$ cat config.mk
export PLATFORM = sky130hd
export DESIGN_NAME = meter_frame_poll_and_parse
export DESIGN_NICKNAME = d
export VERILOG_FILES = /design/src/rtl/core/mfpp_pkg.sv /design/src/rtl/core/mfpp_cfg.sv /design/src/rtl/core/mfpp_ctrl.sv /design/src/rtl/core/mfpp_dp.sv /design/src/rtl/core/meter_frame_poll_and_parse.sv
export VERILOG_INCLUDE_DIRS = /design/src /design/src/rtl/core
export SDC_FILE = /design/constraint.sdc
export NUM_CORES = 1
export LEC_CHECK = 0
export BUFFER_PORTS_ARGS = -buffer_cell sky130_fd_sc_hd__buf_4
export CAP_MARGIN = 20
export CELL_PAD_IN_SITES_DETAIL_PLACEMENT = 0
export CELL_PAD_IN_SITES_GLOBAL_PLACEMENT = 2
export CORE_ASPECT_RATIO = 0.5
export CORE_UTILIZATION = 46
export DETAILED_ROUTE_END_ITERATION = 8
export PLACE_DENSITY_LB_ADDON = 0.1
export SLEW_MARGIN = 20
export SYNTH_ARGS = -nofsm -noshare
export SYNTH_HDL_FRONTEND = slang
export SYNTH_SLANG_ARGS = --single-unit
$ cat constraint.sdc
create_clock -name clk -period 4.6 [get_ports clk]
set_input_delay 0.69 -clock clk [delete_from_list [all_inputs] [get_ports clk]]
set_output_delay 0.69 -clock clk [all_outputs]
set_load 0.05 [all_outputs]
$ cat src/rtl/core/meter_frame_poll_and_parse_assert.svh
// Assertion macros for the meter poll and frame parser.
`ifndef METER_FRAME_POLL_AND_PARSE_ASSERT_SVH
`define METER_FRAME_POLL_AND_PARSE_ASSERT_SVH
`ifndef NO_ASSERTIONS
`define MFPP_ASSERT_ALWAYS(lbl, cond, msg) \
  lbl: assert property (@(posedge clk) disable iff (!rst_n) (cond)) else $error(msg);
`define MFPP_ASSERT_NEXT(lbl, ante, cons, msg) \
  lbl: assert property (@(posedge clk) disable iff (!rst_n) (ante) |=> (cons)) else $error(msg);
`else
`define MFPP_ASSERT_ALWAYS(lbl, cond, msg)
`define MFPP_ASSERT_NEXT(lbl, ante, cons, msg)
`endif
`endif

$ cat src/rtl/core/mfpp_pkg.sv
// Shared types, constants and helper functions of the meter poll and frame parser.
`default_nettype none
package mfpp_pkg;

  localparam int STORE_BYTES_DEF = 19;
  // counter width for emit index; covers stores up to 32 bytes
  localparam int CNT_W = 5;

  localparam logic [7:0] HDR_BYTE    = 8'hA5;
  localparam logic [7:0] FRAME_SIZE  = 8'h08;
  localparam logic [7:0] CMD_SET_PTR = 8'h41;
  localparam logic [7:0] ADDR_HIGH   = 8'h00;
  localparam logic [7:0] CMD_READ    = 8'h4E;
  localparam logic [7:0] ACK_BYTE    = 8'h06;

  localparam logic [7:0] POS_IDLE  = 8'd0;
  localparam logic [7:0] POS_ACK   = 8'd1;
  localparam logic [7:0] POS_LEN   = 8'd2;
  localparam logic [7:0] POS_DATA  = 8'd3;

  localparam logic [1:0] REG_PERIOD  = 2'd0;
  localparam logic [1:0] REG_ADDR    = 2'd1;
  localparam logic [1:0] REG_LEN     = 2'd2;
  localparam logic [1:0] REG_REQ_SUM = 2'd3;

  localparam logic [7:0] PERIOD_RST  = 8'd3;
  localparam logic [7:0] ADDR_RST    = 8'd2;
  localparam logic [7:0] LEN_RST     = 8'd28;
  localparam logic [7:0] REQ_SUM_RST = 8'd90;

  localparam logic [2:0] REQ_LAST = 3'd7;

  typedef struct packed {
    logic [7:0] period_ticks;
    logic [7:0] reg_addr;
    logic [7:0] read_len;
    logic [7:0] request_sum;
  } cfg_t;

  typedef struct packed {
    logic             accept;     // input transfer this cycle
    logic             load;       // load output register
    logic             sel_store;  // 1: sample store byte, 0: request byte
    logic [CNT_W-1:0] idx;
    logic             last;
  } cmd_t;

  typedef struct packed {
    logic req_go;    // accepted tick would send a request
    logic dump_go;   // accepted byte passes the checksum
    logic out_free;  // output register can take a byte
  } sts_t;

  function automatic logic is_skip(input logic [7:0] p);
    logic r;
    r = ((p >= 8'd4) && (p <= 8'd6)) || ((p >= 8'd11) && (p <= 8'd12)) ||
        ((p >= 8'd23) && (p <= 8'd26));
    return r;
  endfunction

  function automatic logic [7:0] req_byte(input logic [2:0] i, input cfg_t c);
    logic [7:0] r;
    case (i)
      3'd0:    r = HDR_BYTE;
      3'd1:    r = FRAME_SIZE;
      3'd2:    r = CMD_SET_PTR;
      3'd3:    r = ADDR_HIGH;
      3'd4:    r = c.reg_addr;
      3'd5:    r = CMD_READ;
      3'd6:    r = c.read_len;
      default: r = c.request_sum;
    endcase
    return r;
  endfunction

endpackage
`default_nettype wire

$ cat src/rtl/core/mfpp_cfg.sv
// Configuration register file with its APB-style access port.
`default_nettype none
module mfpp_cfg (
  input  wire                 clk,
  input  wire                 rst_n,
  input  wire                 psel,
  input  wire                 penable,
  input  wire                 pwrite,
  input  wire  [3:0]          paddr,
  input  wire  [31:0]         pwdata,
  output logic [31:0]         prdata,
  output logic                pready,
  output mfpp_pkg::cfg_t      cfg
);

  mfpp_pkg::cfg_t cfg_r;
  logic           wr_en;

  assign pready = 1'b1;
  assign wr_en  = psel && penable && pwrite;
  assign cfg    = cfg_r;

  always_ff @(posedge clk) begin
    if (!rst_n) begin
      cfg_r.period_ticks <= mfpp_pkg::PERIOD_RST;
      cfg_r.reg_addr     <= mfpp_pkg::ADDR_RST;
      cfg_r.read_len     <= mfpp_pkg::LEN_RST;
      cfg_r.request_sum  <= mfpp_pkg::REQ_SUM_RST;
    end else if (wr_en) begin
      case (paddr[3:2])
        mfpp_pkg::REG_PERIOD:  cfg_r.period_ticks <= pwdata[7:0];
        mfpp_pkg::REG_ADDR:    cfg_r.reg_addr     <= pwdata[7:0];
        mfpp_pkg::REG_LEN:     cfg_r.read_len     <= pwdata[7:0];
        mfpp_pkg::REG_REQ_SUM: cfg_r.request_sum  <= pwdata[7:0];
        default: ;
      endcase
    end
  end

  always_comb begin
    case (paddr[3:2])
      mfpp_pkg::REG_PERIOD:  prdata = {24'd0, cfg_r.period_ticks};
      mfpp_pkg::REG_ADDR:    prdata = {24'd0, cfg_r.reg_addr};
      mfpp_pkg::REG_LEN:     prdata = {24'd0, cfg_r.read_len};
      mfpp_pkg::REG_REQ_SUM: prdata = {24'd0, cfg_r.request_sum};
      default:               prdata = 32'd0;
    endcase
  end

endmodule
`default_nettype wire

$ cat src/rtl/core/mfpp_ctrl.sv
// Controller: accepts items and sequences the request and sample byte runs.
`default_nettype none
module mfpp_ctrl #(
  parameter int STORE_BYTES = mfpp_pkg::STORE_BYTES_DEF
) (
  input  wire                 clk,
  input  wire                 rst_n,
  input  wire                 in_valid,
  output logic                in_ready,
  input  mfpp_pkg::sts_t      sts,
  output mfpp_pkg::cmd_t      cmd
);

  localparam logic [1:0] ST_IDLE = 2'd0;
  localparam logic [1:0] ST_REQ  = 2'd1;
  localparam logic [1:0] ST_DUMP = 2'd2;

  localparam logic [mfpp_pkg::CNT_W-1:0] DUMP_LAST =
    mfpp_pkg::CNT_W'(STORE_BYTES - 1);
  localparam logic [mfpp_pkg::CNT_W-1:0] REQ_LAST =
    mfpp_pkg::CNT_W'(mfpp_pkg::REQ_LAST);

  logic [1:0]                 state_r, state_nxt;
  logic [mfpp_pkg::CNT_W-1:0] cnt_r, cnt_nxt;
  logic                       run_last;

  assign in_ready = (state_r == ST_IDLE);
  assign run_last = (state_r == ST_DUMP) ? (cnt_r == DUMP_LAST) : (cnt_r == REQ_LAST);

  always_comb begin
    state_nxt     = state_r;
    cnt_nxt       = cnt_r;
    cmd.accept    = 1'b0;
    cmd.load      = 1'b0;
    cmd.sel_store = (state_r == ST_DUMP);
    cmd.idx       = cnt_r;
    cmd.last      = run_last;
    case (state_r)
      ST_IDLE: begin
        cmd.accept = in_valid;
        cnt_nxt    = '0;
        if (in_valid && sts.req_go) begin
          state_nxt = ST_REQ;
        end else if (in_valid && sts.dump_go) begin
          state_nxt = ST_DUMP;
        end
      end
      ST_REQ, ST_DUMP: begin
        if (sts.out_free) begin
          cmd.load = 1'b1;
          cnt_nxt  = cnt_r + 1'b1;
          if (run_last) begin
            state_nxt = ST_IDLE;
          end
        end
      end
      default: begin
        state_nxt = ST_IDLE;
      end
    endcase
  end

  always_ff @(posedge clk) begin
    if (!rst_n) begin
      state_r <= ST_IDLE;
      cnt_r   <= '0;
    end else begin
      state_r <= state_nxt;
      cnt_r   <= cnt_nxt;
    end
  end

endmodule
`default_nettype wire

$ cat src/rtl/core/mfpp_dp.sv
// Datapath: tick pacing, frame parser, sample store and output register.
`default_nettype none
module mfpp_dp #(
  parameter int STORE_BYTES = mfpp_pkg::STORE_BYTES_DEF
) (
  input  wire                 clk,
  input  wire                 rst_n,
  input  mfpp_pkg::cfg_t      cfg,
  input  mfpp_pkg::cmd_t      cmd,
  output mfpp_pkg::sts_t      sts,
  input  wire                 in_kind,
  input  wire  [7:0]          in_byte,
  output logic                out_valid,
  input  wire                 out_ready,
  output logic                out_dest,
  output logic [7:0]          out_byte,
  output logic                out_last
);

  localparam int SAW = (STORE_BYTES > 1) ? $clog2(STORE_BYTES) : 1;
  localparam int SIW = $clog2(STORE_BYTES + 1);
  localparam logic [SIW-1:0] STORE_FULL = SIW'(STORE_BYTES);

  logic [7:0]     tick_r, pos_r, flen_r, sum_r;
  logic [SIW-1:0] sidx_r;
  logic [7:0]     store_r [STORE_BYTES];
  logic           ov_r, dest_r, last_r;
  logic [7:0]     obyte_r;

  logic           tick_due, in_data, is_check, store_wr;
  logic [7:0]     sum_add;

  assign tick_due = ({1'b0, tick_r} + 9'd1) >= {1'b0, cfg.period_ticks};
  assign sum_add  = sum_r + in_byte;
  assign in_data  = (pos_r >= mfpp_pkg::POS_DATA) && (pos_r < flen_r);
  assign is_check = (pos_r >= mfpp_pkg::POS_DATA) && (pos_r == flen_r);
  assign store_wr = in_data && !mfpp_pkg::is_skip(pos_r) && (sidx_r < STORE_FULL);

  assign sts.req_go   = !in_kind && tick_due;
  assign sts.dump_go  = in_kind && is_check && (sum_r == in_byte);
  assign sts.out_free = !ov_r || out_ready;

  always_ff @(posedge clk) begin
    if (!rst_n) begin
      tick_r <= '0;
      pos_r  <= mfpp_pkg::POS_ACK;
      flen_r <= '0;
      sum_r  <= '0;
      sidx_r <= '0;
      for (int i = 0; i < STORE_BYTES; i++) begin
        store_r[i] <= '0;
      end
    end else if (cmd.accept) begin
      if (!in_kind) begin
        if (tick_due) begin
          tick_r <= '0;
          pos_r  <= mfpp_pkg::POS_ACK;
          sum_r  <= '0;
          sidx_r <= '0;
        end else begin
          tick_r <= tick_r + 8'd1;
        end
      end else if (pos_r == mfpp_pkg::POS_ACK) begin
        if (in_byte == mfpp_pkg::ACK_BYTE) begin
          pos_r <= mfpp_pkg::POS_LEN;
          sum_r <= sum_add;
        end
      end else if (pos_r == mfpp_pkg::POS_LEN) begin
        flen_r <= in_byte;
        sum_r  <= sum_add;
        pos_r  <= mfpp_pkg::POS_DATA;
      end else if (in_data) begin
        if (store_wr) begin
          store_r[sidx_r[SAW-1:0]] <= in_byte;
          sidx_r                   <= sidx_r + 1'b1;
        end
        sum_r <= sum_add;
        pos_r <= pos_r + 8'd1;
      end else if (is_check) begin
        pos_r <= mfpp_pkg::POS_IDLE;
      end
    end
  end

  // output register: one byte a cycle while the sink keeps up
  always_ff @(posedge clk) begin
    if (!rst_n) begin
      ov_r <= 1'b0;
    end else if (cmd.load) begin
      ov_r <= 1'b1;
    end else if (out_ready) begin
      ov_r <= 1'b0;
    end
  end

  always_ff @(posedge clk) begin
    if (cmd.load) begin
      dest_r  <= cmd.sel_store;
      last_r  <= cmd.last;
      obyte_r <= cmd.sel_store ? store_r[cmd.idx[SAW-1:0]]
                               : mfpp_pkg::req_byte(cmd.idx[2:0], cfg);
    end
  end

  assign out_valid = ov_r;
  assign out_dest  = dest_r;
  assign out_byte  = obyte_r;
  assign out_last  = last_r;

endmodule
`default_nettype wire

$ cat src/rtl/core/meter_frame_poll_and_parse.sv
// A result run starts once the controller leaves idle and the output register is loaded,
// then sends one byte per cycle while the sink holds out_tready high. An item with no
// result keeps in_tready high; a sending tick (8 request bytes) or a passing checksum
// byte (STORE_BYTES bytes) holds it low while the single output register takes its run.
// Reset: synchronous, active low; registers, parser and sample store return to defaults.
`default_nettype none
`include "meter_frame_poll_and_parse_assert.svh"
module meter_frame_poll_and_parse #(
  parameter int STORE_BYTES = mfpp_pkg::STORE_BYTES_DEF
) (
  input  wire         clk,
  input  wire         rst_n,
  input  wire         in_tvalid,
  output logic        in_tready,
  input  wire  [7:0]  in_tdata,    // [7:0] rx_byte
  input  wire         in_tuser,    // [0] kind
  output logic        out_tvalid,
  input  wire         out_tready,
  output logic [7:0]  out_tdata,   // [7:0] out_byte
  output logic        out_tuser,   // [0] dest
  output logic        out_tlast,
  input  wire         cfg_psel,
  input  wire         cfg_penable,
  input  wire         cfg_pwrite,
  input  wire  [3:0]  cfg_paddr,
  input  wire  [31:0] cfg_pwdata,
  output logic [31:0] cfg_prdata,
  output logic        cfg_pready
);

  mfpp_pkg::cfg_t cfg;
  mfpp_pkg::cmd_t cmd;
  mfpp_pkg::sts_t sts;

  mfpp_cfg u_cfg (
    .clk     (clk),
    .rst_n   (rst_n),
    .psel    (cfg_psel),
    .penable (cfg_penable),
    .pwrite  (cfg_pwrite),
    .paddr   (cfg_paddr),
    .pwdata  (cfg_pwdata),
    .prdata  (cfg_prdata),
    .pready  (cfg_pready),
    .cfg     (cfg)
  );

  mfpp_ctrl #(.STORE_BYTES(STORE_BYTES)) u_ctrl (
    .clk      (clk),
    .rst_n    (rst_n),
    .in_valid (in_tvalid),
    .in_ready (in_tready),
    .sts      (sts),
    .cmd      (cmd)
  );

  mfpp_dp #(.STORE_BYTES(STORE_BYTES)) u_dp (
    .clk       (clk),
    .rst_n     (rst_n),
    .cfg       (cfg),
    .cmd       (cmd),
    .sts       (sts),
    .in_kind   (in_tuser),
    .in_byte   (in_tdata),
    .out_valid (out_tvalid),
    .out_ready (out_tready),
    .out_dest  (out_tuser),
    .out_byte  (out_tdata),
    .out_last  (out_tlast)
  );

  `MFPP_ASSERT_ALWAYS(a_load_free, !cmd.load || sts.out_free, "load into a full output register")
  `MFPP_ASSERT_NEXT(a_req_busy, cmd.accept && sts.req_go, !in_tready, "request run not started")
  `MFPP_ASSERT_NEXT(a_run_end, cmd.load && cmd.last, in_tready, "controller stuck after run")

endmodule
`default_nettype wire

Yosys cells after proc, flatten, opt, wreduce, memory -nomap -nowiden. Memories as Yosys holds them, arrays and structs flattened. A register that Yosys moved wholly into a read port is not among the register bits. Index checks and enable logic that the tools add are counted.

Register bits after elaboration: 87. RAM bits: 152. Input port bits: 52. Logic and storage cells: 151. Memories kept: 1.

Add/subtract/negate cells: 6. Order comparisons: 10. Equality and inequality tests: 28. Mux-type cells: 50. Bitwise gates (word level): 2. Reduce and logical (&&, ||, !) cells: 39.

Memories: u_dp.store_r (depth 19, bits a word 8, read ports 1, clocked after memory_dff 1, wr ports 19, line mfpp_dp.sv:26) `logic [7:0] store_r [STORE_BYTES];`.

Operator list (number): 8-bit 2-to-1 mux (16); 32-bit case mux with 4 select lines (1); 8-bit case mux with 7 select lines (1); 5-bit 2-to-1 mux (10); 8-bit by 1-bit adder with 8-bit output (second input constant) (2); 8-bit equality test (2); 1-bit 2-to-1 mux (16); 1-bit logical AND (14); 2-bit AND reduction (6); 4-bit AND reduction (3); 5-bit by 1-bit adder with 5-bit output (second input constant) (2); 5-bit case mux with 2 select lines (1); 8-bit by 1-bit adder with 9-bit output (second input constant) (1); 3-bit equality test (second input constant) (3); 9-bit by 8-bit greater-or-equal comparator with 1-bit output (1); 8-bit adder (1); 8-bit by 1-bit equality test with 1-bit output (second input constant) (1); 8-bit by 2-bit equality test with 1-bit output (second input constant) (1); 8-bit by 3-bit equality test with 1-bit output (second input constant) (1); 8-bit by 2-bit greater-or-equal comparator with 1-bit output (second input constant) (1); 8-bit by 3-bit greater-or-equal comparator with 1-bit output (second input constant) (1); 8-bit by 4-bit greater-or-equal comparator with 1-bit output (second input constant) (1); 8-bit by 5-bit greater-or-equal comparator with 1-bit output (second input constant) (1); 8-bit by 3-bit <= comparator with 1-bit output (second input constant) (1); 28 further kinds (47).

Depth between registers and ports, before layout.
Word-level depth: 17. Gate-level depth with buffers: 11.

Cells and area by module. Synthesis repeated with hierarchy kept, for this count alone.

Cells, all modules: 1233. Area, all modules: 16241.8 µm².

By module, submodules not included: mfpp_dp (instances 1, cells each 1019, area each 14093.5 µm², sequential area each 8668.3 µm²); mfpp_cfg (instances 1, cells each 163, area each 1701.6 µm², sequential area each 640.6 µm²); mfpp_ctrl (instances 1, cells each 51, area each 446.7 µm², sequential area each 140.1 µm²).

Worst setup path before layout. Ideal clock, no wire load.

Path type: register to register. From: register u_ctrl.state_r[0]. To: memory u_dp.store_r[1][0] (enable). Library setup time: 398 ps. Arrival: 2925 ps. Data required time: 4202 ps. Setup slack: 1277 ps. Cell stages (with the launch flop): 8. Buffers on the path: 0. Cells stage by stage: dfxtp_1 -> inv_1 -> ha_1 -> nand2_1 -> a311o_1 -> a21oi_1 -> nand3_1 -> o41ai_1.

RTL lines: from (decl) (line mfpp_ctrl.sv:23) `logic [1:0] state_r, state_nxt;`; from (signal assigned) (line mfpp_ctrl.sv:68) `state_r <= state_nxt;`; to (decl) (line mfpp_dp.sv:26).

==> flow_metrics.py <==
metrics = {
    "flow_run": {
        "cap_violations": 0,
    },
    "global_routing": {
        "grt_pass1_wl_mm": 60.46,
        "grt_max_degree": 53,
        "antenna_found_initial": 5,
        "grt_overflow": 0,
        "gr-usage-all-layers_pct": 22.82,
        "grt_pass1_vias": 10110,
    },
    "floorplan": {
        "die_h_um": 134.0,
        "start_util_pct": 47.58,
        "num_rows": 47,
        "dieArea_mm2": 0.03565,
        "io_pins": 97,
        "die_width_um": 266.0,
        "design.core.area_mm2": 0.03370,
    },
    "sta": {
        "rsz0062_at_grt": "no",
        "final.hold.worst_slack_ps": 364.2,
        "worst_clock_skew_ps": 29.12,
        "fin_ws_ps": 1297,
        "finalMaxSlewViolations": 0,
        "min_period_over_period_pct": 71.81,
        "worstMarginPinSlew_ps": 1053,
        "period_minus_slack_ps": 3303,
        "setup_viol": 0,
        "max_slew_margin_pct": 29.66,
        "fin_setup_tns_ps": 0,
        "fmax_ghz": 0.3027,
        "final-hold-violation-count": 0,
    },
    "placed_design": {
        "io_buffers": 45,
        "pre_cts_slack_ps": 1325,
        "dp.cells": 1810,
        "post-dp-hpwl_mm": 26.76,
        "gp_congestion": 0.8296,
        "postPlaceCellArea_mm2": 0.01736,
    },
    "setup_path": {
        "arrival_ps": 3600,
        "crit_type": "reg2reg",
        "crit_buf_inv": 3,
        "cp-start-kind": "flip-flop",
        "cpPeakStageDelay_ps": 510,
        "cp_max_fo": 14,
        "r2r-end": "u_dp.store_r[0][4]",
        "ff2ff_setup_slack_ps": 1300,
        "crit_chain": "inv_1 > ha_1 > nand2b_1 > a22o_1 > a21o_1 > a211oi_2 > buf_4 > nand4_1 > o21ai_0 > buf_4",
        "worstRegToRegCells": 10,
        "cp.required_ps": 4900,
        "cp-startpoint": "u_dp.pos_r[0]",
        "critPathCapture": "u_dp.store_r[0][4]",
        "crit_path_top_delay_cell": "dfxtp_1",
        "worst-path-stages": 10,
        "cp-end-kind": "flip-flop",
        "r2r-start": "u_dp.pos_r[0]",
        "cpMostUsedCell": "buf_4",
        "crit_family": "compound AO/OA/AOI/OAI gates",
    },
    "clock_network": {
        "post_cts_buffers": 0,
        "cts_tree": "built",
        "cts.sinks": 348,
        "cts_root_buf": "clkbuf_16",
        "clk_path_buf_depth": 3,
        "cts_made_buffers": 31,
        "cts.repair.resized": 0,
        "path_clk_slew_ps": 70,
        "htreeDepth": 1,
        "cts_hold_buffers": 0,
        "clk_latency_ps": 590,
    },
    "routing": {
        "drt_iter0_markers": 1018,
        "first_pass_iters": 5,
        "drc_errors": 0,
        "ant_nets": 0,
        "viasPerCell": 5.580,
        "vias": 10430,
        "wirelength_mm": 40.09,
        "wl_per_cell_um": 21.45,
    },
    "finish": {
        "layout-drive-gt1-share_pct": 18.25,
        "fin_nets": 1467,
        "layout_common_cells": "258 x edfxtp_1, 183 x nor2_1, 129 x conb_1",
        "stdcell_area_mm2": 0.01834,
        "layout.cells.non_filler": 1869,
        "layout_commonest_cell": "edfxtp_1",
        "areaGrowthSynthToFinish_pct": 14.42,
    },
    "synth": {
        "synthArstFlopShare_pct": 0,
        "synth_top_cells_by_area": "edfxtp_1 48%, mux4_2 12%, dfxtp_1 11%",
        "yosysSeqAreaShare_pct": 59.56,
        "yosys.area.top_type_share_pct": 48.33,
        "synth_edf_count": 258,
        "synth_cell_types": 65,
        "synth-seq-cells": 348,
        "yosysWarnings": 0,
        "postSynthCellCount": 1217,
        "ys.flop_type": "edfxtp_1",
        "yosys.area.top_type": "edfxtp_1",
        "synth.cell_area_mm2": 0.01603,
        "avgSynthCellArea_um2": 13.17,
    },
    "pwr": {
        "ir_drop_mv": 0.3092,
        "p_per_area_mw_per_mm2": 354.2,
        "p_leak_nw": 6.588,
    },
    "hold_path": {
        "hold_path.class": "in2reg",
    },
    "status": {
        "status": "complete, no violations",
    },
}
-- worst register-to-register path: stages, from the launching register on --
cell and delay [ps]:
dfxtp_1 510, inv_1 150, ha_1 260, nand2b_1 160
a22o_1 240, a21o_1 210, a211oi_2 210, buf_4 240
nand4_1 390, o21ai_0 420, buf_4 230
-- final cells by class --
type                    instances  area (um2)
fillers                      2887       15350
flip-flops and latches        348        9554
multi-input cells             859        6349
clock buffers                  44       904.6
repair buffers                 96       720.7
well taps                     465       581.8
inverters                      42       157.7
clock inverters                14       72.57
diodes                          1       2.502
-- flip-flops by register name (all words and copies together) (netlist names), named ones only --
| signal | flops |
|---|---|
| u_dp.pos_r | 8 |
| u_dp.tick_r | 8 |
| u_dp.flen_r | 8 |
| u_dp.store_r | 256 |
| u_dp.out_last | 1 |
| u_dp.out_dest | 1 |
| u_dp.out_valid | 1 |
| u_ctrl.state_r | 2 |
| u_dp.sidx_r | 5 |
| u_cfg.cfg | 32 |
| u_dp.sum_r | 8 |
| u_dp.out_byte | 8 |
| u_ctrl.cnt_r | 5 |
-- logic make-up after synthesis --
| logic type | count (synthesis) | share of synthesized area (%) |
|---|---|---|
| buffers and inverters | 137 | 3.934 |
| muxes | 124 | 14.62 |
| adders and majority gates | 37 | 2.935 |
| AOI/OAI and AO/OA | 147 | 6.455 |
| xor gates and xnor gates | 21 | 1.147 |
| other | 2 | 0.04684 |
| and+or+nand+nor | 401 | 11.30 |
| DFF | 348 | 59.56 |
-- per-layer routing --
metal  wire (um)  part of all wire, %  track usage, %
met4         808                  2.0           5.268
met3        3441                  8.6           5.342
met2       17500                   44           34.33
met1       18320                   46           33.63
met5          20                0.050               0
-- cells in the mapped netlist (all sizes together) (27+ instances only) --
cell type	count
a21oi	35
mux4	88
edfxtp	258
nor2	183
o21ai	27
mux2i	35
dfxtp	90
inv	40
buf	49
ha	36
nand3	39
clkbuf	46
nand2	83
-- per-stage QoR --
step / util (%) / power (mW)
6_report: 54.44 / 6.497
5_1_grt: 54.43 / 6.697
4_1_cts: 54.43 / 6.532
3_5_place_dp: 51.53 / 4.023
3_3_place_gp: 51.53 / 4.013
2_1_floorplan: - / 3.877
-- worst min path at each step --
stage                  start       endpoint  slack [ps]  cells past startpoint
2_1_floorplan  u_cfg.cfg[18]  u_cfg.cfg[18]         440                      2
3_3_place_gp   u_cfg.cfg[21]  u_cfg.cfg[21]         460                      2
3_5_place_dp   u_cfg.cfg[18]  u_cfg.cfg[18]         470                      2
4_1_cts        cfg_pwdata[0]  u_cfg.cfg[24]         340                      3
5_1_grt        cfg_pwdata[2]  u_cfg.cfg[10]         360                      3
6_report       cfg_pwdata[2]  u_cfg.cfg[10]         360                      3
-- report_power, final --
| part | switching (mW) | internal (mW) |
|---|---|---|
| clock network | 1.18 | 1.36 |
| logic | 0.300 | 0.158 |
| registers | 0.0408 | 3.46 |
| total | 1.52 | 4.98 |
(Power assumes the default switching activity.)
